File: src/sv/mtwg_pkg.sv
package mtwg_pkg;

    localparam int WORD_W          = 32;
    localparam int STATE_WORDS_DEF = 624;
    localparam int TWIST_OFFSET    = 397;

    localparam logic [WORD_W-1:0] TWIST_MATRIX = 32'h9908_b0df;
    localparam logic [WORD_W-1:0] HIGH_BIT     = 32'h8000_0000;
    localparam logic [WORD_W-1:0] LOW_BITS     = 32'h7fff_ffff;
    localparam logic [WORD_W-1:0] TEMPER_B     = 32'h9d2c_5680;
    localparam logic [WORD_W-1:0] TEMPER_C     = 32'hefc6_0000;
    localparam logic [WORD_W-1:0] SEED_MULT    = 32'd69069;
    localparam logic [WORD_W-1:0] SEED_RESET   = 32'd4357;

    typedef enum logic [2:0] {
        ST_IDLE,
        ST_SEED,
        ST_TW_HEAD,
        ST_TW_PRIME,
        ST_TW_RUN,
        ST_DRAW,
        ST_DELIVER
    } state_t;

    // Datapath controls driven by the sequencer.
    typedef struct packed {
        logic seed_step;
        logic seed_first;
        logic load_cur;
        logic load_out;
    } ctrl_t;

    // One step of the twist recurrence.
    function automatic logic [WORD_W-1:0] twist_word(
        input logic [WORD_W-1:0] cur,
        input logic [WORD_W-1:0] nxt,
        input logic [WORD_W-1:0] far
    );
        logic [WORD_W-1:0] y;
        logic [WORD_W-1:0] v;
        y = (cur & HIGH_BIT) | (nxt & LOW_BITS);
        v = far ^ (y >> 1);
        if (y[0])
        begin
            v = v ^ TWIST_MATRIX;
        end
        return v;
    endfunction

    function automatic logic [WORD_W-1:0] temper(input logic [WORD_W-1:0] w);
        logic [WORD_W-1:0] y;
        y = w;
        y = y ^ (y >> 11);
        y = y ^ ((y << 7) & TEMPER_B);
        y = y ^ ((y << 15) & TEMPER_C);
        y = y ^ (y >> 18);
        return y;
    endfunction

endpackage

File: src/sv/mtwg_dpath.sv
module mtwg_dpath (
    input  logic                        clk,
    input  logic                        rst_n,
    input  mtwg_pkg::ctrl_t             ctl,
    input  logic                        cfg_valid,
    input  logic [mtwg_pkg::WORD_W-1:0] seed,
    input  logic [mtwg_pkg::WORD_W-1:0] rdata_a,
    input  logic [mtwg_pkg::WORD_W-1:0] rdata_b,
    output logic [mtwg_pkg::WORD_W-1:0] wdata,
    input  logic                        out_stall,
    output logic                        out_valid,
    output logic [mtwg_pkg::WORD_W-1:0] random_word,
    output logic                        out_free
);

    import mtwg_pkg::*;

    logic [WORD_W-1:0] seed_reg;
    logic [WORD_W-1:0] hold_reg;
    logic [WORD_W-1:0] word_out_reg;
    logic              out_valid_reg;
    logic [WORD_W-1:0] product;

    // Low half of the seeding product; the previous word is always registered.
    assign product = hold_reg * SEED_MULT;

    always_comb
    begin
        if (ctl.seed_step)
        begin
            wdata = ctl.seed_first ? seed_reg : product;
        end
        else
        begin
            wdata = twist_word(hold_reg, rdata_a, rdata_b);
        end
    end

    assign out_free    = !out_valid_reg || !out_stall;
    assign out_valid   = out_valid_reg;
    assign random_word = word_out_reg;

    always_ff @(posedge clk or negedge rst_n)
    begin
        if (!rst_n)
        begin
            seed_reg      <= SEED_RESET;
            out_valid_reg <= 1'b0;
        end
        else
        begin
            if (cfg_valid)
            begin
                seed_reg <= seed;
            end
            if (ctl.load_out)
            begin
                out_valid_reg <= 1'b1;
            end
            else if (!out_stall)
            begin
                out_valid_reg <= 1'b0;
            end
        end
    end

    always_ff @(posedge clk)
    begin
        if (ctl.seed_step)
        begin
            hold_reg <= wdata;
        end
        else if (ctl.load_cur)
        begin
            hold_reg <= rdata_a;
        end
        if (ctl.load_out)
        begin
            word_out_reg <= temper(rdata_a);
        end
    end

endmodule

File: config.mk
export PLATFORM = sky130hd
export DESIGN_NAME = mtwg_dpath
export DESIGN_NICKNAME = d
export VERILOG_FILES = /design/src/sv/mtwg_pkg.sv /design/src/sv/mtwg_dpath.sv
export SDC_FILE = /design/constraint.sdc
export NUM_CORES = 1
export LEC_CHECK = 0
export BUFFER_PORTS_ARGS = -buffer_cell sky130_fd_sc_hd__buf_2
export CAP_MARGIN = 20
export CORE_UTILIZATION = 50
export CTS_CLUSTER_SIZE = 40
export DETAILED_ROUTE_END_ITERATION = 8
export PLACE_DENSITY = 0.71
export SLEW_MARGIN = 10
export SYNTH_ARGS = -nofsm -noshare
export SYNTH_HDL_FRONTEND = slang
export SYNTH_SLANG_ARGS = --single-unit
File: constraint.sdc
create_clock -name clk -period 8.1 [get_ports clk]
set_clock_uncertainty 0.2 [all_clocks]
set_input_delay 1.215 -clock clk [delete_from_list [all_inputs] [get_ports clk]]
set_output_delay 1.215 -clock clk [all_outputs]
set_load 0.02 [all_outputs]
* Word-level counts from Yosys, hierarchy flattened *
Index checks and enable logic that the tools add are counted.
Widths: inputs -> output; s select.

word-level totals
  input bits = 104
  output and inout port bits = 66
  register bits = 97

cells by class
  muxes and demuxes = 7
  multiply operators = 1
  bitwise gates (word level) = 7
  reduce and logical (&&, ||, !) cells = 4
  eq/ne operators = 1

operators with widths
  operator                number
  $mux 32                 5
  $xor 32x32->32          2
  $mul 32x17->32 const B  1
  $or 32x31->32           1
  $xor 32x14->32          1
  $xor 32x21->32          1
  $xor 32x31->32          1
  $not 15->15             1
  $logic_not 1->1         2
  $mux 1                  2
  $ne 2x2->1 const B      1
  $reduce_bool 2->1       1
  $logic_or 1x1->1        1

* Longest topological paths before layout *
Gate-level depths: netlist of run 1.

  depth after elaboration = 6
  mapped depth = 20
  depth with buffers taken out = 19

* Worst setup path after synthesis of run 1 *
No wires, ideal clock.

  path kind = flip-flop to output port
  from = register hold_reg[5]
  to = output wdata[25] in the netlist's numbering
  path buffers = 0
  cell stages (with the launch flop) = 20
  arrival = 5684 ps
  path slack = 1001 ps
  cells stage by stage = edfxtp_1 > ha_1 > fa_1 > inv_1 > fa_1 > fa_1 > inv_1 > fa_1 > inv_1 > fa_1 > inv_1 > ha_1 > a211oi_2 > a32oi_1 > a41oi_2 > o21ai_2 > a221o_1 > xnor2_1 > o211ai_1 > a21boi_0

between the ends
  longest elaborated chain between the ends = 3

ends and longest elaborated chain
  what                      line              RTL
  start: declaration        mtwg_dpath.sv:19  logic [WORD_W-1:0] hold_reg;
  start signal: assignment  mtwg_dpath.sv:71  hold_reg <= wdata;
  start signal: assignment  mtwg_dpath.sv:75  hold_reg <= rdata_a;
  $mul 32x17->32            mtwg_dpath.sv:25  assign product = hold_reg * SEED_MULT;
  $mux 32                   mtwg_dpath.sv:31  wdata = ctl.seed_first ? seed_reg : product;
  $mux 32                   mtwg_dpath.sv:29  if (ctl.seed_step)
  end: declaration          mtwg_dpath.sv:9   output logic [mtwg_pkg::WORD_W-1:0] wdata,

No other way between the ends.

* Worst setup path after layout of run 1 *
  from = register hold_reg[14]
  to = output wdata[31] in the netlist's numbering

Same word-level chain as after synthesis.

==> flow_summary.yaml, run 1 <==
run_status:
  status: "finished, final reports clean"
cts:
  cts_root_buf: "clkbuf_16"
  ctsHtreeMaxLevel: 3
  cts_made_buffers: 9
  cts_tree: "built"
  clkLatencyLatePin_ns: 0.36
  clockBufferDepth: 2
  path_clk_slew_ns: 0.07
  clkSinkCount: 97
  postCtsSetupRepairBufs: 0
  cts_resized: 0
  hold_buffers: 0
sta:
  post-route-period-util_pct: 96.3
  timing.fmax_ghz: 0.128
  rsz0062_at_grt: "no"
  setup_viol: 0
  relSlewSlack_pct: 27.4
  finalHoldViolCount: 0
  tightest_slew_ns: 1.07
  slew_viol_final: 0
  fin_tns_setup_ns: 0
  layout_min_cycle_time_ns: 7.80
hold_path:
  hold_path.class: "reg -> reg"
setup_path:
  r2r_slack_ns: 1.77
  crit_start: "hold_reg[14]"
  crit_chain: "ha_1 > inv_1 > fa_1 > fa_1 > inv_1 > fa_1 > fa_1 > inv_1 > fa_1 > inv_1 > ha_1 > a211oi_1 > o211ai_1 > a32oi_1 > o211ai_1 > a221o_1 > xnor2_1 > a21o_1 > o21ai_0 > buf_2"
  critPathKind: "reg -> out"
  crit_family: "adder cells"
  crit_end: "wdata[31]"
  crit_path_max_fanout: 8
  critPathBufInv: 5
  critPathLaunchType: "flop"
  arrival_ns: 6.39
  critPathRequiredTime_ns: 6.68
  critPathCaptureType: "primary output"
  rr_worst_depth: 19
  cpMaxStageDelayCell: "edfxtp_1"
  r2r-start: "hold_reg[14]"
  worst_path_most_repeated_cell: "fa_1"
  r2r_end: "hold_reg[31]"
  max_stage_delay_ns: 0.56
  worst-path-stages: 20
global_route:
  grt_max_degree: 77
  gr-total-overflow: 0
  grtUsageTotal_pct: 27.8
  first_global_vias: 9589
  grt_pass1_wl_mm: 53.2
  antenna_found_initial: 0
cells_and_area:
  antennaDiodeCount: 0
  syn_to_final_growth_pct: 12.9
  finalNetCount: 1758
  fin_util_pct: 57.2
  drive_gt1_share_pct: 19.0
logic_synthesis:
  avgSynthCellArea_um2: 10.5
  synth_cells: 1174
  ys.warnings.count: 0
  ys_ff_latch: 97
  ys_async_sr_fraction_pct: 34.0
  synth-edff-count: 64
  ys.flop_type: "edfxtp_1"
  synthDistinctLibCells: 55
  synth_nets: 1590
  ys_seq_area_share_pct: 22.4
  syn_area_um2: 12300
drt:
  route.vias.total: 8857
  ant_nets: 0
  drt-pass1-iter-count: 5
  first_iter_violations: 582
  via_per_inst: 5.30
  drt_wl_total_mm: 33.3
  wl_per_cell_um: 19.9
  drc_errors: 0
die:
  row_count: 57
  ios: 170
  die_h_um: 159
  core_area_um2: 24200
  die_x_um: 159
  die-area_um2: 25200
  start_util_pct: 50.7
placed_design:
  port_buffers: 169
  gp_congestion: 0.963
  dp_hpwl_mm: 27.9
job:
  max-cap-violations: 0
[cell usage after synthesis (2+ instances only)]
master,n,share of area (%)
a211oi_1,5,0.31
or3_1,6,0.31
a211oi_2,2,0.20
buf_2,3,0.12
or2_2,3,0.15
clkbuf_1,23,0.70
buf_1,5,0.15
nor2b_1,3,0.15
a21boi_2,2,0.18
nand2b_1,2,0.10
ha_1,166,17
and2_1,4,0.20
mux2_2,32,2.9
xnor2_1,100,7.1
o211ai_1,17,1.0
a31oi_1,6,0.31
a221o_1,5,0.41
nor2_1,20,0.61
o21ai_0,39,1.6
o22ai_2,2,0.20
a32oi_1,2,0.14
a21oi_1,19,0.77
nand3_1,9,0.37
and3_1,8,0.41
inv_1,270,8.2
o311ai_0,2,0.14
a22oi_1,2,0.12
a21o_1,4,0.24
o221a_2,2,0.18
o21a_1,21,1.3
edfxtp_1,64,16
o21bai_1,3,0.18
a21boi_0,16,0.98
nand2_1,50,1.5
fa_1,146,24
mux2i_1,10,0.81
dfstp_2,4,0.85
nor3_1,5,0.20
xor2_1,47,3.3
dfrtp_1,29,5.9
o22ai_1,2,0.10
[area by class of cell]
| class | count | area, µm² |
|---|---|---|
| Inverter | 271 | 1020 |
| Multi-Input combinational cell | 775 | 8400 |
| Timing Repair Buffer | 188 | 988 |
| Clock buffer | 9 | 225 |
| Tap cell | 324 | 405 |
| Sequential cell | 97 | 2750 |
| Fill cell | 2125 | 10400 |
| Clock inverter | 7 | 87.6 |
[cells by family after synthesis]
family / Yosys count / synth area share (%)
simple gates: 110 / 4.03
flops: 97 / 22.4
fa+ha+maj: 312 / 40.7
buf+inv: 302 / 9.25
compound gates: 164 / 9.44
mux: 42 / 3.75
xor+xnor: 147 / 10.5
[placed cells by master, fill, tap and decap left out, types with 16 or more instances in the layout]
master | netlist | routed
a21boi_0 | 16 | 16
a21oi_1 | 19 | 19
buf_2 | 3 | 169
buf_4 | 0 | 19
dfrtp_1 | 29 | 29
edfxtp_1 | 64 | 64
fa_1 | 146 | 146
ha_1 | 166 | 166
inv_1 | 270 | 270
mux2_2 | 32 | 32
nand2_1 | 50 | 50
nor2_1 | 20 | 20
o211ai_1 | 17 | 17
o21a_1 | 21 | 21
o21ai_0 | 39 | 39
xnor2_1 | 100 | 100
xor2_1 | 47 | 47
[stage by stage]
| step | hold slack [ns] | worst slack [ns] | instances | area (µm²) |
|---|---|---|---|---|
| floorplan | 0.273 | 1.00 | 1174 | 12300 |
| global placement | 0.286 | 0.650 | 1640 | 13500 |
| detailed placement | 0.298 | 0.628 | 1640 | 13500 |
| CTS | 0.314 | 0.198 | 1656 | 13800 |
| global route | 0.330 | 0.00337 | 1671 | 13900 |
| finish | 0.315 | 0.298 | 1671 | 13900 |
[layer usage]
layer  global-route usage, %  up-vias  share of wire [%]  wire length, µm
met5                       0        -                  0                0
met4                    10.8        0                3.6             1190
met3                    4.15       60                5.8             1920
met2                    44.7      318                 46            15400
met1                    37.8     4355                 44            14800
li1                        -     4124                  -                -
[worst min path at each step]
stage / startpoint / end / cells past startpoint
2_1_floorplan: seed_reg[9] / seed_reg[9] / 1
3_3_place_gp: seed_reg[9] / seed_reg[9] / 1
3_5_place_dp: seed_reg[9] / seed_reg[9] / 1
4_1_cts: seed_reg[4] / seed_reg[4] / 1
5_1_grt: seed_reg[4] / seed_reg[4] / 1
6_report: seed_reg[9] / seed_reg[9] / 1
Power of run 1 is not shown: default switching activity piles up to over one toggle a cycle in this logic, so the estimate is an artifact.
==> run 2, diff against run 1 <==
- CORE_MARGIN: unset -> 5
==> flow_summary.yaml, run 2 (synthesis gave the netlist of run 1 again) <==
drt:
  drt-pass1-iter-count: 5
  ant_nets: 0
  drc_errors: 0
  route.vias.total: 8810
  wl_per_cell_um: 20.8
  via_per_inst: 5.33
  first_iter_violations: 662
  drt_wl_total_mm: 34.4
setup_path:
  r2r-start: "hold_reg[5]"
  crit_end: "wdata[27]"
  critPathCaptureType: "primary output"
  critPathLaunchType: "flop"
  r2r_slack_ns: 1.79
  critPathKind: "reg -> out"
  arrival_ns: 6.43
  crit_path_max_fanout: 7
  rr_worst_depth: 19
  r2r_end: "hold_reg[27]"
  crit_start: "hold_reg[5]"
  critPathRequiredTime_ns: 6.68
cells_and_area:
  syn_to_final_growth_pct: 11.7
  finalNetCount: 1741
  drive_gt1_share_pct: 18.0
  mostFrequentLayoutCells: "270 x inv_1, 169 x buf_2, 166 x ha_1"
  antennaDiodeCount: 0
  fin_area_um2: 13700
  final_common_cell: "inv_1"
cts:
  postCtsSetupRepairBufs: 0
  cts_tree: "built"
  cts_root_buf: "clkbuf_16"
  clkSinkCount: 97
  cts_resized: 0
  cts_made_buffers: 9
  clkLatencyLatePin_ns: 0.36
  path_clk_slew_ns: 0.07
  hold_buffers: 0
  clockBufferDepth: 2
  ctsHtreeMaxLevel: 3
global_route:
  grt_max_degree: 77
  gr-total-overflow: 0
  antenna_found_initial: 1
  grt_pass1_wl_mm: 54.2
  first_global_vias: 9472
  grtUsageTotal_pct: 25.1
placed_design:
  placed_area_um2: 13400
  port_buffers: 169
  gp_congestion: 0.973
  dp_hpwl_mm: 29.3
sta:
  layout_min_cycle_time_ns: 7.85
  setup_viol: 0
  finalHoldViolCount: 0
  rsz0062_at_grt: "no"
  fin_tns_setup_ns: 0
  tightest_slew_ns: 0.978
  slew_viol_final: 0
  relSlewSlack_pct: 34.4
  timing.fmax_ghz: 0.127
  post-route-period-util_pct: 96.9
  fin_worst_hold_slack_ns: 0.306
die:
  ios: 170
  die_x_um: 167
  row_count: 57
  start_util_pct: 50.7
  core_area_um2: 24200
  die_h_um: 167
  die-area_um2: 27800
hold_path:
  hp-start: "seed_reg[9]"
  hold_path.class: "reg -> reg"
run_status:
  status: "finished, final reports clean"
job:
  max-cap-violations: 0
-- run 2: cell types whose count changed in the layout (fill, tap and decap cells not counted), sizes merged --
cell,change
buf,-17
bufinv,-1
clkinv,-2
clkinvlp,+2
inv,+1
-- run 2: worst max-delay path, stage by stage, from the launching register on --
cell	delay, ns
edfxtp_1	0.53
ha_1	0.41
fa_1	0.53
inv_1	0.06
fa_1	0.48
fa_1	0.55
inv_1	0.05
fa_1	0.49
inv_1	0.06
fa_1	0.47
inv_1	0.04
ha_1	0.32
a211oi_2	0.23
a32oi_1	0.14
a41oi_2	0.33
o21ai_2	0.14
a221o_1	0.40
a31oi_1	0.23
mux2i_1	0.25
o211ai_1	0.14
buf_2	0.21
-- run 2: cell type report --
cell class / instances / area, µm²
clock buffers: 9 / 225
clock inverters: 7 / 63.8
fillers: 2136 / 10500
inverters: 271 / 1020
multi-input cells: 775 / 8400
flip-flops and latches: 97 / 2750
well taps: 324 / 405
repair buffers: 171 / 861
-- run 2: worst min-delay path by stage --
| stage | end | depth (start not counted) |
|---|---|---|
| final | seed_reg[9] | 1 |
| after global routing | seed_reg[11] | 1 |
| after CTS | seed_reg[9] | 1 |
| after detailed placement | seed_reg[9] | 1 |
| after global placement | seed_reg[9] | 1 |
| after floorplan | seed_reg[9] | 1 |
-- run 2: through the flow --
stage	worst slack (ns)	std cells	util [%]
after floorplan	1.00	1174	-
after global placement	0.764	1638	55.4
after detailed placement	0.678	1638	55.4
after CTS	0.248	1654	56.6
after global routing	0.0138	1654	56.6
final	0.255	1654	56.6
-- run 2: layer usage --
metal  vias to the layer above  wire [µm]  GRT usage (%)
li1                       4089          -              -
met1                      4321      14900           35.4
met2                       346      16100           40.4
met3                        52       2530           4.03
met4                         2        913           7.72
met5                         -         20              0
Power of run 2 is left out for the same reason.
==> run 3, diff against run 2 <==
- ABC_CLOCK_PERIOD_IN_PS: unset -> 8100
- GPL_TIMING_DRIVEN: unset -> 0
- SKIP_LAST_GASP: unset -> 1
==> flow_summary.yaml, run 3 (synthesis gave the netlist of run 1 again) <==
die:
  start_util_pct: 50.7
  ios: 170
  die-area_um2: 27800
  core_area_um2: 24200
  die_h_um: 167
  die_x_um: 167
  row_count: 57
hold_path:
  hp-start: "seed_reg[16]"
  hold_path.class: "reg -> reg"
  hold_end: "seed_reg[16]"
  whs_path_depth: 1
sta:
  relSlewSlack_pct: 45.2
  rsz0062_at_grt: "yes"
  finalHoldViolCount: 0
  slew_viol_final: 0
  timing.fmax_ghz: 0.127
  setup_viol: 0
  layout_min_cycle_time_ns: 7.89
  post-route-period-util_pct: 97.4
  tightest_slew_ns: 0.821
cts:
  cts_made_buffers: 9
  cts_root_buf: "clkbuf_16"
  clkSinkCount: 97
  clockBufferDepth: 2
  hold_buffers: 0
  ctsHtreeMaxLevel: 3
  cts_tree: "built"
  clkLatencyLatePin_ns: 0.35
  path_clk_slew_ns: 0.07
setup_path:
  r2r_slack_ns: 1.75
  critPathLaunchType: "flop"
  cpMaxStageDelayCell: "edfxtp_1"
  rr_worst_depth: 19
  worst_path_most_repeated_cell: "fa_1"
  crit_path_max_fanout: 5
  crit_chain: "ha_1 > fa_1 > inv_1 > fa_1 > fa_1 > inv_1 > fa_1 > inv_1 > fa_1 > inv_1 > ha_1 > a211oi_2 > a32oi_1 > a41oi_2 > o21ai_2 > a221o_1 > a31oi_1 > mux2i_1 > o211ai_1 > buf_2"
  r2r-start: "hold_reg[6]"
  critPathRequiredTime_ns: 6.68
  critPathBufInv: 5
  max_stage_delay_ns: 0.54
  arrival_ns: 6.48
  r2r_end: "hold_reg[27]"
  critPathKind: "reg -> out"
  critPathCaptureType: "primary output"
  crit_family: "adder cells"
drt:
  drc_errors: 0
  first_iter_violations: 572
  route.vias.total: 9134
  ant_nets: 0
  drt_wl_total_mm: 34.8
  via_per_inst: 5.37
  drt-pass1-iter-count: 6
  wl_per_cell_um: 20.5
global_route:
  antenna_found_initial: 0
  grt_pass1_wl_mm: 54.5
  grt_max_degree: 34
  grtUsageTotal_pct: 25.0
  gr-total-overflow: 0
  first_global_vias: 9707
cells_and_area:
  final_common_cell: "inv_1"
  finalNetCount: 1788
  mostFrequentLayoutCells: "270 x inv_1, 165 x ha_1, 162 x buf_2"
  n_fill_cell: 2090
  multi_input_area_um2: 8420
  stdcell_count: 1701
  antennaDiodeCount: 0
  regArea_um2: 2750
  drive_gt1_share_pct: 18.8
  syn_to_final_growth_pct: 14.1
job:
  max-cap-violations: 0
placed_design:
  dp.cells: 1657
  gp_congestion: 0.932
  port_buffers: 159
  dp_hpwl_mm: 29.1
run_status:
  status: "finished, final reports clean"
run 3: worst register-to-register path, delay by kind of cell, from the launching register on:
family          cells  cell delay, ns
fa+ha+maj           7            3.24
compound gates      6            1.51
flops               1            0.54
buf+inv             4            0.20
mux                 1            0.32
simple gates        1            0.10
run 3: worst max-delay path by stage:
stage	start	end	slack (ns)	depth (start not counted)
floorplan	hold_reg[5]	wdata[25]	1.00	19
global placement	hold_reg[11]	wdata[26]	0.41	20
detailed placement	hold_reg[11]	wdata[26]	0.43	20
CTS	hold_reg[11]	wdata[26]	0.01	20
global route	hold_reg[11]	wdata[29]	-0.04	21
finish	hold_reg[6]	wdata[27]	0.21	20
run 3: what timing repair did:
action,in CTS,in global routing
endpoints found under the hold margin,0,0
endpoints found under the setup margin,0,11
gates resized for setup,0,2
buffers inserted,0,28
run 3: cell type report:
class	count	share of cell area, %
inverters	271	7.25
multi-input cells	775	60.1
well taps	324	2.89
repair buffers	187	7.17
clock inverters	5	0.455
flip-flops and latches	97	19.6
plain buffers	31	0.857
clock buffers	11	1.66
run 3: layer usage:
layer | GRT usage, % | routed length (µm) | vias up
met3 | 4.05 | 2380 | 76
met4 | 8.25 | 1130 | 0
li1 | - | - | 4183
met1 | 33.5 | 14700 | 4487
met5 | 0 | 0 | -
met2 | 41.8 | 16600 | 388
run 3: metrics by stage:
stage	hold slack, ns	worst slack (ns)	area (µm²)	utilization [%]	TNS, ns
after floorplan	0.273	1.00	12300	-	0
after global placement	0.282	0.413	13500	55.7	0
after detailed placement	0.293	0.431	13500	55.7	0
after CTS	0.309	0.0125	13800	56.9	0
after global routing	0.325	-0.0408	14000	57.8	-0.0408
final	0.306	0.208	14000	57.8	0
Power of run 3 is left out for the same reason.
