## src/sv/mtwg_pkg.sv

```systemverilog
package mtwg_pkg;

    localparam int WORD_W          = 32;
    localparam int STATE_WORDS_DEF = 624;
    localparam int TWIST_OFFSET    = 397;

    localparam logic [WORD_W-1:0] TWIST_MATRIX = 32'h9908_b0df;
    localparam logic [WORD_W-1:0] HIGH_BIT     = 32'h8000_0000;
    localparam logic [WORD_W-1:0] LOW_BITS     = 32'h7fff_ffff;
    localparam logic [WORD_W-1:0] TEMPER_B     = 32'h9d2c_5680;
    localparam logic [WORD_W-1:0] TEMPER_C     = 32'hefc6_0000;
    localparam logic [WORD_W-1:0] SEED_MULT    = 32'd69069;
    localparam logic [WORD_W-1:0] SEED_RESET   = 32'd4357;

    typedef enum logic [2:0] {
        ST_IDLE,
        ST_SEED,
        ST_TW_HEAD,
        ST_TW_PRIME,
        ST_TW_RUN,
        ST_DRAW,
        ST_DELIVER
    } state_t;

    // Datapath controls driven by the sequencer.
    typedef struct packed {
        logic seed_step;
        logic seed_first;
        logic load_cur;
        logic load_out;
    } ctrl_t;

    // One step of the twist recurrence.
    function automatic logic [WORD_W-1:0] twist_word(
        input logic [WORD_W-1:0] cur,
        input logic [WORD_W-1:0] nxt,
        input logic [WORD_W-1:0] far
    );
        logic [WORD_W-1:0] y;
        logic [WORD_W-1:0] v;
        y = (cur & HIGH_BIT) | (nxt & LOW_BITS);
        v = far ^ (y >> 1);
        if (y[0])
        begin
            v = v ^ TWIST_MATRIX;
        end
        return v;
    endfunction

    function automatic logic [WORD_W-1:0] temper(input logic [WORD_W-1:0] w);
        logic [WORD_W-1:0] y;
        y = w;
        y = y ^ (y >> 11);
        y = y ^ ((y << 7) & TEMPER_B);
        y = y ^ ((y << 15) & TEMPER_C);
        y = y ^ (y >> 18);
        return y;
    endfunction

endpackage

```

## src/sv/mtwg_ctrl.sv

```systemverilog
module mtwg_ctrl #(
    parameter int STATE_WORDS = mtwg_pkg::STATE_WORDS_DEF
) (
    input  logic                           clk,
    input  logic                           rst_n,
    input  logic                           in_valid,
    input  logic                           reseed,
    output logic                           in_stall,
    input  logic                           out_free,
    output mtwg_pkg::ctrl_t                ctl,
    output logic                           we,
    output logic [$clog2(STATE_WORDS)-1:0] waddr,
    output logic [$clog2(STATE_WORDS)-1:0] raddr_a,
    output logic [$clog2(STATE_WORDS)-1:0] raddr_b
);

    import mtwg_pkg::*;

    localparam int AW = $clog2(STATE_WORDS);
    localparam int IW = $clog2(STATE_WORDS + 2);

    localparam logic [AW-1:0] LAST_ADDR    = AW'(STATE_WORDS - 1);
    localparam logic [AW-1:0] FAR_SPLIT    = AW'(STATE_WORDS - TWIST_OFFSET);
    localparam logic [IW-1:0] IDX_USED_UP  = IW'(STATE_WORDS);
    localparam logic [IW-1:0] IDX_UNSEEDED = IW'(STATE_WORDS + 1);

    state_t          state_reg, state_next;
    logic [AW-1:0]   cnt_reg, cnt_next;
    logic [IW-1:0]   idx_reg, idx_next;
    logic [AW-1:0]   idx_addr;
    logic [AW-1:0]   cnt_inc;
    logic            accept;

    function automatic logic [AW-1:0] wrap_inc(input logic [AW-1:0] x);
        return (x == LAST_ADDR) ? '0 : x + AW'(1);
    endfunction

    function automatic logic [AW-1:0] far_addr(input logic [AW-1:0] x);
        return (x >= FAR_SPLIT) ? x - FAR_SPLIT : x + AW'(TWIST_OFFSET);
    endfunction

    assign in_stall = (state_reg != ST_IDLE);
    assign accept   = in_valid && !in_stall;
    assign idx_addr = idx_reg[AW-1:0];
    assign cnt_inc  = wrap_inc(cnt_reg);

    always_comb
    begin
        state_next = state_reg;
        unique case (state_reg)
            ST_IDLE:
            begin
                if (accept)
                begin
                    if (reseed || idx_reg == IDX_UNSEEDED)
                    begin
                        state_next = ST_SEED;
                    end
                    else if (idx_reg >= IDX_USED_UP)
                    begin
                        state_next = ST_TW_HEAD;
                    end
                    else
                    begin
                        state_next = ST_DELIVER;
                    end
                end
            end
            ST_SEED:
            begin
                if (cnt_reg == LAST_ADDR)
                begin
                    state_next = ST_TW_HEAD;
                end
            end
            ST_TW_HEAD:
            begin
                state_next = ST_TW_PRIME;
            end
            ST_TW_PRIME:
            begin
                state_next = ST_TW_RUN;
            end
            ST_TW_RUN:
            begin
                if (cnt_reg == LAST_ADDR)
                begin
                    state_next = ST_DRAW;
                end
            end
            ST_DRAW:
            begin
                state_next = ST_DELIVER;
            end
            ST_DELIVER:
            begin
                if (out_free)
                begin
                    state_next = ST_IDLE;
                end
            end
            default:
            begin
                state_next = ST_IDLE;
            end
        endcase
    end

    always_comb
    begin
        cnt_next = cnt_reg;
        idx_next = idx_reg;
        unique case (state_reg)
            ST_SEED:
            begin
                cnt_next = cnt_inc;
                if (cnt_reg == LAST_ADDR)
                begin
                    idx_next = IDX_USED_UP;
                end
            end
            ST_TW_HEAD:
            begin
                cnt_next = '0;
            end
            ST_TW_RUN:
            begin
                cnt_next = cnt_inc;
                if (cnt_reg == LAST_ADDR)
                begin
                    idx_next = '0;
                end
            end
            ST_DELIVER:
            begin
                if (out_free)
                begin
                    idx_next = idx_reg + IW'(1);
                end
            end
            default:
            begin
                cnt_next = cnt_reg;
            end
        endcase
    end

    always_comb
    begin
        ctl     = '0;
        we      = 1'b0;
        waddr   = cnt_reg;
        raddr_a = idx_addr;
        raddr_b = '0;
        unique case (state_reg)
            ST_SEED:
            begin
                we             = 1'b1;
                ctl.seed_step  = 1'b1;
                ctl.seed_first = (cnt_reg == '0);
            end
            ST_TW_HEAD:
            begin
                raddr_a = '0;
            end
            ST_TW_PRIME:
            begin
                ctl.load_cur = 1'b1;
                raddr_a      = cnt_inc;
                raddr_b      = far_addr(cnt_reg);
            end
            ST_TW_RUN:
            begin
                we             = 1'b1;
                ctl.load_cur   = 1'b1;
                raddr_a        = wrap_inc(cnt_inc);
                raddr_b        = far_addr(cnt_inc);
            end
            ST_DELIVER:
            begin
                ctl.load_out = out_free;
            end
            default:
            begin
                raddr_a = idx_addr;
            end
        endcase
    end

    always_ff @(posedge clk or negedge rst_n)
    begin
        if (!rst_n)
        begin
            state_reg <= ST_IDLE;
            cnt_reg   <= '0;
            idx_reg   <= IDX_UNSEEDED;
        end
        else
        begin
            state_reg <= state_next;
            cnt_reg   <= cnt_next;
            idx_reg   <= idx_next;
        end
    end

endmodule

```

## config.mk

```make
export PLATFORM = sky130hd
export DESIGN_NAME = mtwg_ctrl
export DESIGN_NICKNAME = d
export VERILOG_FILES = /design/src/sv/mtwg_pkg.sv /design/src/sv/mtwg_ctrl.sv
export SDC_FILE = /design/constraint.sdc
export NUM_CORES = 1
export LEC_CHECK = 0
export BUFFER_PORTS_ARGS = -buffer_cell sky130_fd_sc_hd__buf_2
export CAP_MARGIN = 20
export CORE_MARGIN = 4
export CORE_UTILIZATION = 40
export CTS_CLUSTER_DIAMETER = 30
export CTS_CLUSTER_SIZE = 14
export DETAILED_ROUTE_END_ITERATION = 6
export PLACE_DENSITY = 0.59
export SETUP_SLACK_MARGIN = 0.4
export SYNTH_ARGS = -nofsm -noshare
export SYNTH_HDL_FRONTEND = slang
export SYNTH_SLANG_ARGS = --single-unit
```

## constraint.sdc

```tcl
create_clock -name clk -period 3.75 [get_ports clk]
set_clock_uncertainty 0.1 [all_clocks]
set_input_delay 0.5625 -clock clk [delete_from_list [all_inputs] [get_ports clk]]
set_output_delay 0.5625 -clock clk [all_outputs]
set_load 0.005 [all_outputs]
```

== Word-level counts from Yosys, hierarchy flattened ==
Cells that the tools add are included.
W data, S select, Z words.
Storage, ports and cells
  logic and storage cells: 60
  input bits: 5
  register bits after elaboration: 23
Operators by class
  reductions and logical operators: 12
  order comparisons: 3
  $add $sub $neg: 7
  multiplexer cells: 22
  eq/ne operators: 13
Operators with widths (number)
  $mux W10: 7
  $pmux W10 S3: 2
  $pmux W10 S2: 2
  $add A10 B1 Y10 const B: 3
  $eq A10 B10 Y1 const B: 3
  $pmux W3 S7: 1
  $add A10 B9 Y10 const B: 2
  $ge A10 B8 Y1 const B: 2
  $sub A10 B8 Y10 const B: 2
  $mux W3: 6
  $ge A10 B10 Y1 const B: 1
  $logic_not A10 Y1: 1
  $eq A3 B3 Y1 const B: 3
  $ne A2 B2 Y1 const B: 4
  $reduce_and A4 Y1: 2
  $eq A3 B2 Y1 const B: 2
  $reduce_bool A3 Y1: 2
  $reduce_or A2 Y1: 2
  $eq A3 B1 Y1 const B: 1
  $logic_not A3 Y1: 1
  $mux W1: 3
  $mux W2: 1
  $reduce_bool A2 Y1: 1
  $logic_and A1 B1 Y1: 1
  other kinds (2): 2

== Depth between registers and ports, before layout ==
Gate-level depths: netlist of the first run.
  word-level depth: 5
  depth in mapped cells: 10
  gate-level depth less buffers: 9

== Worst setup path after synthesis of the first run ==
OpenSTA, ideal clock, no wires.
  kind: flip-flop to output port
  start point: register cnt_reg[0] (netlist: waddr[0])
  end point: output port raddr_b[7]
  arrival: 2387 ps
  path slack: 701 ps
  cell stages (with the launch flop): 11
  buffers on the path: 2
  data required time: 3087 ps
  cells stage by stage: dfrtp_1 buf_2 inv_1 ha_1 clkbuf_1 nor4_2 a22oi_1 a211oi_2 mux2i_1 xnor2_1 o22ai_1
On the way
  cells in the longest elaborated chain, start to end: 5
  elaborated cells between the ends (all ways): 12
Ends and longest elaborated chain
  start: declaration: line mtwg_ctrl.sv:28  | logic [AW-1:0] cnt_reg, cnt_next;
  start signal: assignment: line mtwg_ctrl.sv:201  | cnt_reg <= cnt_next;
  $add A10 B1 Y10 / $eq A10 B10 Y1 (equally long branches): line mtwg_ctrl.sv:35  | return (x == LAST_ADDR) ? '0 : x + AW'(1);
  $mux W10: line mtwg_ctrl.sv:35
  $add A10 B9 Y10 (tied with other cells): line mtwg_ctrl.sv:39  | return (x >= FAR_SPLIT) ? x - FAR_SPLIT : x + AW'(TWIST_OFFSET);
  $mux W10: line mtwg_ctrl.sv:39
  $pmux W10 S2 *: line mtwg_ctrl.sv:155  | unique case (state_reg)
  end: declaration: line mtwg_ctrl.sv:14  | output logic [$clog2(STATE_WORDS)-1:0] raddr_b
Mark *: on every way between the ends. The rest lies on a longest branch, timed or not.

== Worst setup path in the final report of the first run ==
  start point: register cnt_reg[0] (netlist: waddr[0])
  end point: output port raddr_b[5]
Same word-level chain as after synthesis.

==> impl_metrics.py, run 1 <==
metrics = {
    "yosys": {
        "synth.avg_cell_area_um2": 6.98,
        "postSynthCellCount": 420,
        "synth_top_area_share_pct": 15.4,
        "synth_area_leader_cell": "dfrtp_1",
        "ys_async_sr_fraction_pct": 100,
        "synth_cell_types": 68,
        "syn-num-nets": 431,
        "synthFlopType": "dfrtp_1",
        "yosys_warnings": 0,
        "yosysSeqAreaShare_pct": 19.8,
        "yosys-top-cells-area": "dfrtp_1 (15%), nand2_1 (6.9%), a21oi_1 (6.0%)",
        "ys_seq_elements": 23,
        "netlist_area_mm2": 0.00293,
        "synth_edf_count": 0,
    },
    "routing": {
        "wire_per_inst_um": 19.2,
        "routed.top_layer": "met4",
        "wl_met2_um": 5060,
        "drc_errors": 0,
        "wirelength_um": 10900,
        "drtIter0Drc": 366,
        "ant_nets": 0,
        "route.met3.wl_um": 588,
        "viasPerCell": 6.24,
        "route.layer.met1.wl_um": 4820,
        "via_count": 3533,
        "first_pass_iters": 5,
    },
    "worst_setup_path": {
        "path_delay_family": "compound AO/OA/AOI/OAI gates",
        "cpMaxStageDelayCell": "dfrtp_2",
        "required_ps": 3090,
        "start_kind": "register",
        "cp_common_cell": "o22ai_1",
        "path_cells": "ha_4, and3_4, mux2i_1, a221o_2, buf_6, a221oi_2, o22ai_1, xor2_1, o22ai_1, buf_2",
        "crit_buf_inv": 2,
        "path_max_fanout": 6,
        "critPathCaptureType": "output port",
        "crit_start": "waddr[0]",
        "r2r-end": "idx_addr[9]",
        "r2r-start": "waddr[7]",
        "ff2ff_path_depth": 7,
        "cp.arrival_ps": 2760,
        "reg2reg_setup_slack_ps": 1270,
        "cpPeakStageDelay_ps": 470,
        "setup.worst_path.class": "reg2out",
    },
    "placement": {
        "pre_cts_ws_ps": 415,
        "hpwl_um": 7850,
        "gp_congestion": 0.981,
        "portBuffers": 40,
    },
    "floorplanning": {
        "die_h_um": 93.6,
        "ios": 41,
        "num_rows": 30,
        "initial_core_util_pct": 42.2,
        "die-area_mm2": 0.00876,
        "dieWidth_um": 93.6,
        "core_area_mm2": 0.00694,
    },
    "cts": {
        "cts_tree": "yes",
        "cts_made_buffers": 3,
        "numClockSinks": 23,
        "clk_pin_slew_ps": 90,
        "clock_path_buffers": 2,
        "cts_hold_buf": 0,
        "insertion_delay_ps": 270,
        "cts-root-buf": "clkbuf_8",
        "h-tree-depth": 1,
    },
    "cells_and_area": {
        "area_growth_syn_to_layout_pct": 23.5,
        "regArea_um2": 589,
        "multiInputGateArea_mm2": 0.00230,
        "final_nets": 482,
        "insertedDiodeCount": 0,
        "fillCellCount": 709,
        "drive_gt1_share_pct": 30.6,
    },
    "sta": {
        "layout_setup_ws_ps": 331,
        "fmax_mhz": 293,
        "rsz0062_at_grt": "yes",
        "setup_viol": 0,
        "worst_pin_slew_ps": 853,
        "hold_violations": 0,
        "drv_slew": 0,
        "fin_crit_sh_pct": 91.2,
        "setup-tns-final_ps": 0,
        "relSlewSlack_pct": 43.1,
        "finalCriticalPeriod_ps": 3420,
    },
    "grt": {
        "grt_max_degree": 28,
        "track_usage_pct": 25.7,
        "gr-total-overflow": 0,
        "grt_pass1_vias": 3343,
        "antenna_found_initial": 0,
        "grt_pass1_wl_um": 18000,
    },
    "power": {
        "combPwrFrac_pct": 2.3,
        "clock_power_share_pct": 39.1,
        "peakVddDrop_v": 0.000108,
        "total_power_w": 0.000423,
        "power.leakage_nw": 1.58,
        "seq_power_share_pct": 58.6,
        "power.density_mw_per_mm2": 117,
        "p_switching_w": 0.0000988,
        "sw_frac_of_total_pct": 23.3,
        "p_int_w": 0.000325,
    },
    "run": {
        "cap_violations": 0,
    },
    "worst_hold_path": {
        "min_path_type": "in2async",
    },
    "run_status": {
        "outcome": "finished clean",
    },
}
[cell families after synthesis]
logic type                 share of synthesized area (%)
DFF                                                 19.8
AOI/OAI and AO/OA                                   32.9
muxes                                               1.79
xor gates and xnor gates                            5.38
and+or+nand+nor                                     30.1
adders and majority gates                           2.90
buffers and inverters                               7.08
[how the worst max path moves through the flow]
stage / endpoint / depth (start not counted)
2_1_floorplan: raddr_b[7] / 10
3_3_place_gp: raddr_b[7] / 9
3_5_place_dp: raddr_b[7] / 9
4_1_cts: raddr_b[7] / 9
5_1_grt: raddr_b[5] / 10
6_report: raddr_b[5] / 10
[Yosys cell counts (4+ instances only)]
library cell and instances:
buf_4 5, and2_1 8, a21o_1 4, dfstp_2 5, inv_1 10, o22ai_1 11
o31ai_1 5, nor3_1 14, nand2b_1 4, a21oi_1 35, dfrtp_1 18, nor2_1 41
a221oi_1 11, nand4_1 5, a221o_1 5, nor2b_1 4, ha_1 6, clkbuf_1 20
xor2_1 5, or3_1 4, xnor2_1 13, o21ai_0 30, nand3_1 16, a31oi_1 7
o221ai_1 4, and3_1 7, buf_2 10, nand2_1 54
[layout make-up]
class / instances / area share, %
repair buffers: 82 / 14.4
multi-input cells: 350 / 63.4
well taps: 96 / 3.32
inverters: 11 / 1.24
flip-flops and latches: 23 / 16.3
clock buffers: 3 / 1.14
clock inverters: 1 / 0.138
[power groups by stage]
stage	Combinational, W	Clock, W	Sequential [W]
after floorplan	0.00000108	0	0.000253
after global placement	0.0000101	0	0.000253
after detailed placement	0.0000103	0	0.000253
after CTS	0.0000103	0.000174	0.000248
after global routing	0.0000113	0.000185	0.000248
final	0.00000958	0.000166	0.000248
[worst register-to-register path, stage by stage (launching register included)]
cell	delay (ps)
dfrtp_1	480
nand4b_2	390
or3_1	570
o21ai_0	200
nand2_1	190
a31oi_1	220
nor2_1	60
o22a_1	210
[layout by cell type (no fill, tap or decap), drive strengths merged, types with 7 or more instances in the layout]
cell type | netlist | routed
a21oi | 36 | 36
a221oi | 11 | 11
a31oi | 7 | 7
and2 | 8 | 8
and3 | 7 | 7
buf | 16 | 82
dfrtp | 18 | 18
inv | 11 | 10
nand2 | 55 | 55
nand3 | 16 | 16
nor2 | 42 | 42
nor3 | 15 | 15
o21ai | 31 | 31
o22ai | 11 | 11
xnor2 | 13 | 13
[per-layer routing]
layer / global-route usage (%) / up-vias
li1: - / 1649
met1: 35.5 / 1721
met2: 41.5 / 136
met3: 2.01 / 27
met4: 10.2 / 0
met5: 0 / -
[metrics by stage]
| stage | cells | util, % | instance area (um2) | hold slack [ps] |
|---|---|---|---|---|
| 2_1_floorplan | 420 | - | 2930 | 167 |
| 3_3_place_gp | 539 | 46.5 | 3230 | 438 |
| 3_5_place_dp | 539 | 46.5 | 3230 | 435 |
| 4_1_cts | 557 | 50.0 | 3470 | 197 |
| 5_1_grt | 566 | 52.1 | 3620 | 204 |
| 6_report | 566 | 52.1 | 3620 | 172 |
[repair_timing]
action / CTS / global route
endpoints found under the setup margin: 15 / 15
pin swaps: 5 / 7
setup buffers: 14 / 9
cloned: 0 / 0
resized for setup: 26 / 19
Note: power is estimated with default switching activity, not from simulation.
==> inputs of run 2 (changes only) <==
==> constraint.sdc (replaced) <==
create_clock -name clk -period 3.75 [get_ports clk]
set_clock_uncertainty 0.1 [all_clocks]
set_input_delay 0.5625 -clock clk [delete_from_list [all_inputs] [get_ports clk]]
set_output_delay 0.5625 -clock clk [all_outputs]
set_load 0.01 [all_outputs]
==> run 2 against run 1 <==
  * Sequential cell count unchanged
  * Cell count grew 1.2%
  * Register-to-register slack better by 100 ps
  * Clock power shrank 4%
  * Largest power group unchanged
  * Total power fell by 1.4%
  * Global-route usage fell by 1.7 points
  * Combinational power down 0.9%
  * Critical path depth is the same
  * Sequential share of layout area fell by 0.20 points
  * Maximum frequency is 2.6% higher
  * Non-clock buffer count rose by 7
  * Die area did not move
==> impl_metrics.py, run 2 (same netlist as run 1, synthesis figures left out) <==
metrics = {
    "grt": {
        "gr-total-overflow": 0,
        "grt_pass1_wl_um": 17000,
        "grt_pass1_vias": 3178,
        "antenna_found_initial": 0,
        "grt_max_degree": 27,
        "track_usage_pct": 24.0,
    },
    "cells_and_area": {
        "utilization_pct": 53.0,
        "fillCellCount": 709,
        "regArea_um2": 592,
        "area_growth_syn_to_layout_pct": 25.5,
        "final_area_mm2": 0.00368,
        "insertedDiodeCount": 0,
        "layout_common_cells": "nand2_1 (54), buf_4 (44), buf_2 (40)",
        "final_common_cell": "nand2_1",
        "final_nets": 489,
        "drive_gt1_share_pct": 32.3,
        "multiInputGateArea_mm2": 0.00229,
    },
    "worst_setup_path": {
        "r2r-start": "waddr[0]",
        "critPathCaptureType": "output port",
        "path_cells": "buf_4, buf_4, nand2_1, a21oi_1, a221o_1, a211oi_2, mux2i_1, xnor2_1, o22ai_1, buf_2",
        "cp_common_cell": "buf_4",
        "cp.arrival_ps": 2670,
        "r2r-end": "idx_addr[9]",
        "setup.worst_path.class": "reg2out",
        "start_kind": "register",
        "ff2ff_path_depth": 8,
        "path_max_fanout": 9,
        "reg2reg_setup_slack_ps": 1370,
        "cpPeakStageDelay_ps": 490,
        "required_ps": 3090,
        "cpMaxStageDelayCell": "dfrtp_2",
    },
    "floorplanning": {
        "num_rows": 30,
        "core_area_mm2": 0.00694,
        "ios": 41,
        "die_h_um": 93.6,
        "die-area_mm2": 0.00876,
        "dieWidth_um": 93.6,
        "initial_core_util_pct": 42.2,
    },
    "routing": {
        "first_pass_iters": 5,
        "viasPerCell": 6.08,
        "drc_errors": 0,
        "ant_nets": 0,
        "drtIter0Drc": 266,
        "via_count": 3483,
        "wire_per_inst_um": 18.7,
        "wirelength_um": 10700,
    },
    "cts": {
        "insertion_delay_ps": 270,
        "clk_pin_slew_ps": 90,
        "cts_tree": "yes",
        "clock_path_buffers": 2,
        "cts-root-buf": "clkbuf_8",
        "h-tree-depth": 1,
        "cts_made_buffers": 3,
        "numClockSinks": 23,
    },
    "sta": {
        "drv_slew": 0,
        "finalCriticalPeriod_ps": 3330,
        "worst_pin_slew_ps": 793,
        "setup_viol": 0,
        "fmax_mhz": 300,
        "relSlewSlack_pct": 47.1,
        "fin_crit_sh_pct": 88.8,
        "setup-tns-final_ps": 0,
        "hold_violations": 0,
        "rsz0062_at_grt": "yes",
    },
    "run_status": {
        "outcome": "finished clean",
    },
    "placement": {
        "portBuffers": 40,
        "gp_congestion": 1.01,
        "postPlaceCellArea_mm2": 0.00324,
        "hpwl_um": 7870,
    },
    "power": {
        "total_power_w": 0.000417,
        "power.leakage_nw": 1.61,
        "peakVddDrop_v": 0.0000898,
        "power.density_mw_per_mm2": 113,
    },
    "worst_hold_path": {
        "min_path_type": "in2async",
    },
    "run": {
        "cap_violations": 0,
    },
}
## run 2: cell count changes in the layout (fill, tap and decap cells not counted), moves of 2 or more
cell and change:
dfrtp_1 -2, nor4_2 +2, buf_4 +4, dfrtp_2 +2
## run 2: worst max-delay path by stage
stage	from	endpoint	slack, ps	depth (start not counted)
global route	waddr[7]	raddr_b[7]	320	10
global placement	waddr[0]	raddr_a[8]	490	9
finish	waddr[7]	raddr_b[7]	420	10
CTS	waddr[0]	raddr_b[7]	390	9
detailed placement	waddr[0]	raddr_b[7]	490	9
floorplan	waddr[0]	raddr_b[7]	590	10
## run 2: layout make-up
cell class	instances	share of cell area, %
clock inverters	1	0.136
well taps	96	3.26
repair buffers	89	16.0
flip-flops and latches	23	16.1
multi-input cells	350	62.2
inverters	11	1.22
clock buffers	3	1.12
## run 2: metrics by stage
stage,hold WS (ps),cells,worst slack (ps)
after floorplan,167,420,590
after global routing,215,573,324
after global placement,442,541,486
final,172,573,420
after detailed placement,443,541,485
after CTS,190,548,391
## run 2: metal layers
layer  wire length (um)  part of all wire [%]  global-route usage (%)
met1               4660                    44                    32.8
met4                304                   2.8                    6.14
met5                  0                     0                       0
met2               5230                    49                    40.9
met3                520                   4.9                    1.61
## run 2: timing repair
item,in CTS,in global routing
pin swaps,2,14
gates cloned,0,0
hold buffers,0,0
hold endpoints to repair,0,0
endpoints found under the setup margin,15,15
resized for setup,23,25
buffers inserted,3,25
## run 2: worst max-delay path, delay by kind of cell, from the launching register on
| kind | cells | cell delay (ps) |
|---|---|---|
| AO/OA/AOI/OAI | 4 | 920 |
| XOR/XNOR | 1 | 140 |
| AND/OR/NAND/NOR | 1 | 90 |
| multiplexers | 1 | 260 |
| buffers and inverters | 3 | 510 |
| flip-flops | 1 | 490 |
## run 2: power breakdown
part / leakage (nW) / switching (W) / internal [W]
registers: 0.273 / 0 / 0.000248
logic: 1.31 / 0.00000756 / 0.00000192
clock network: 0.0255 / 0.0000856 / 0.0000743
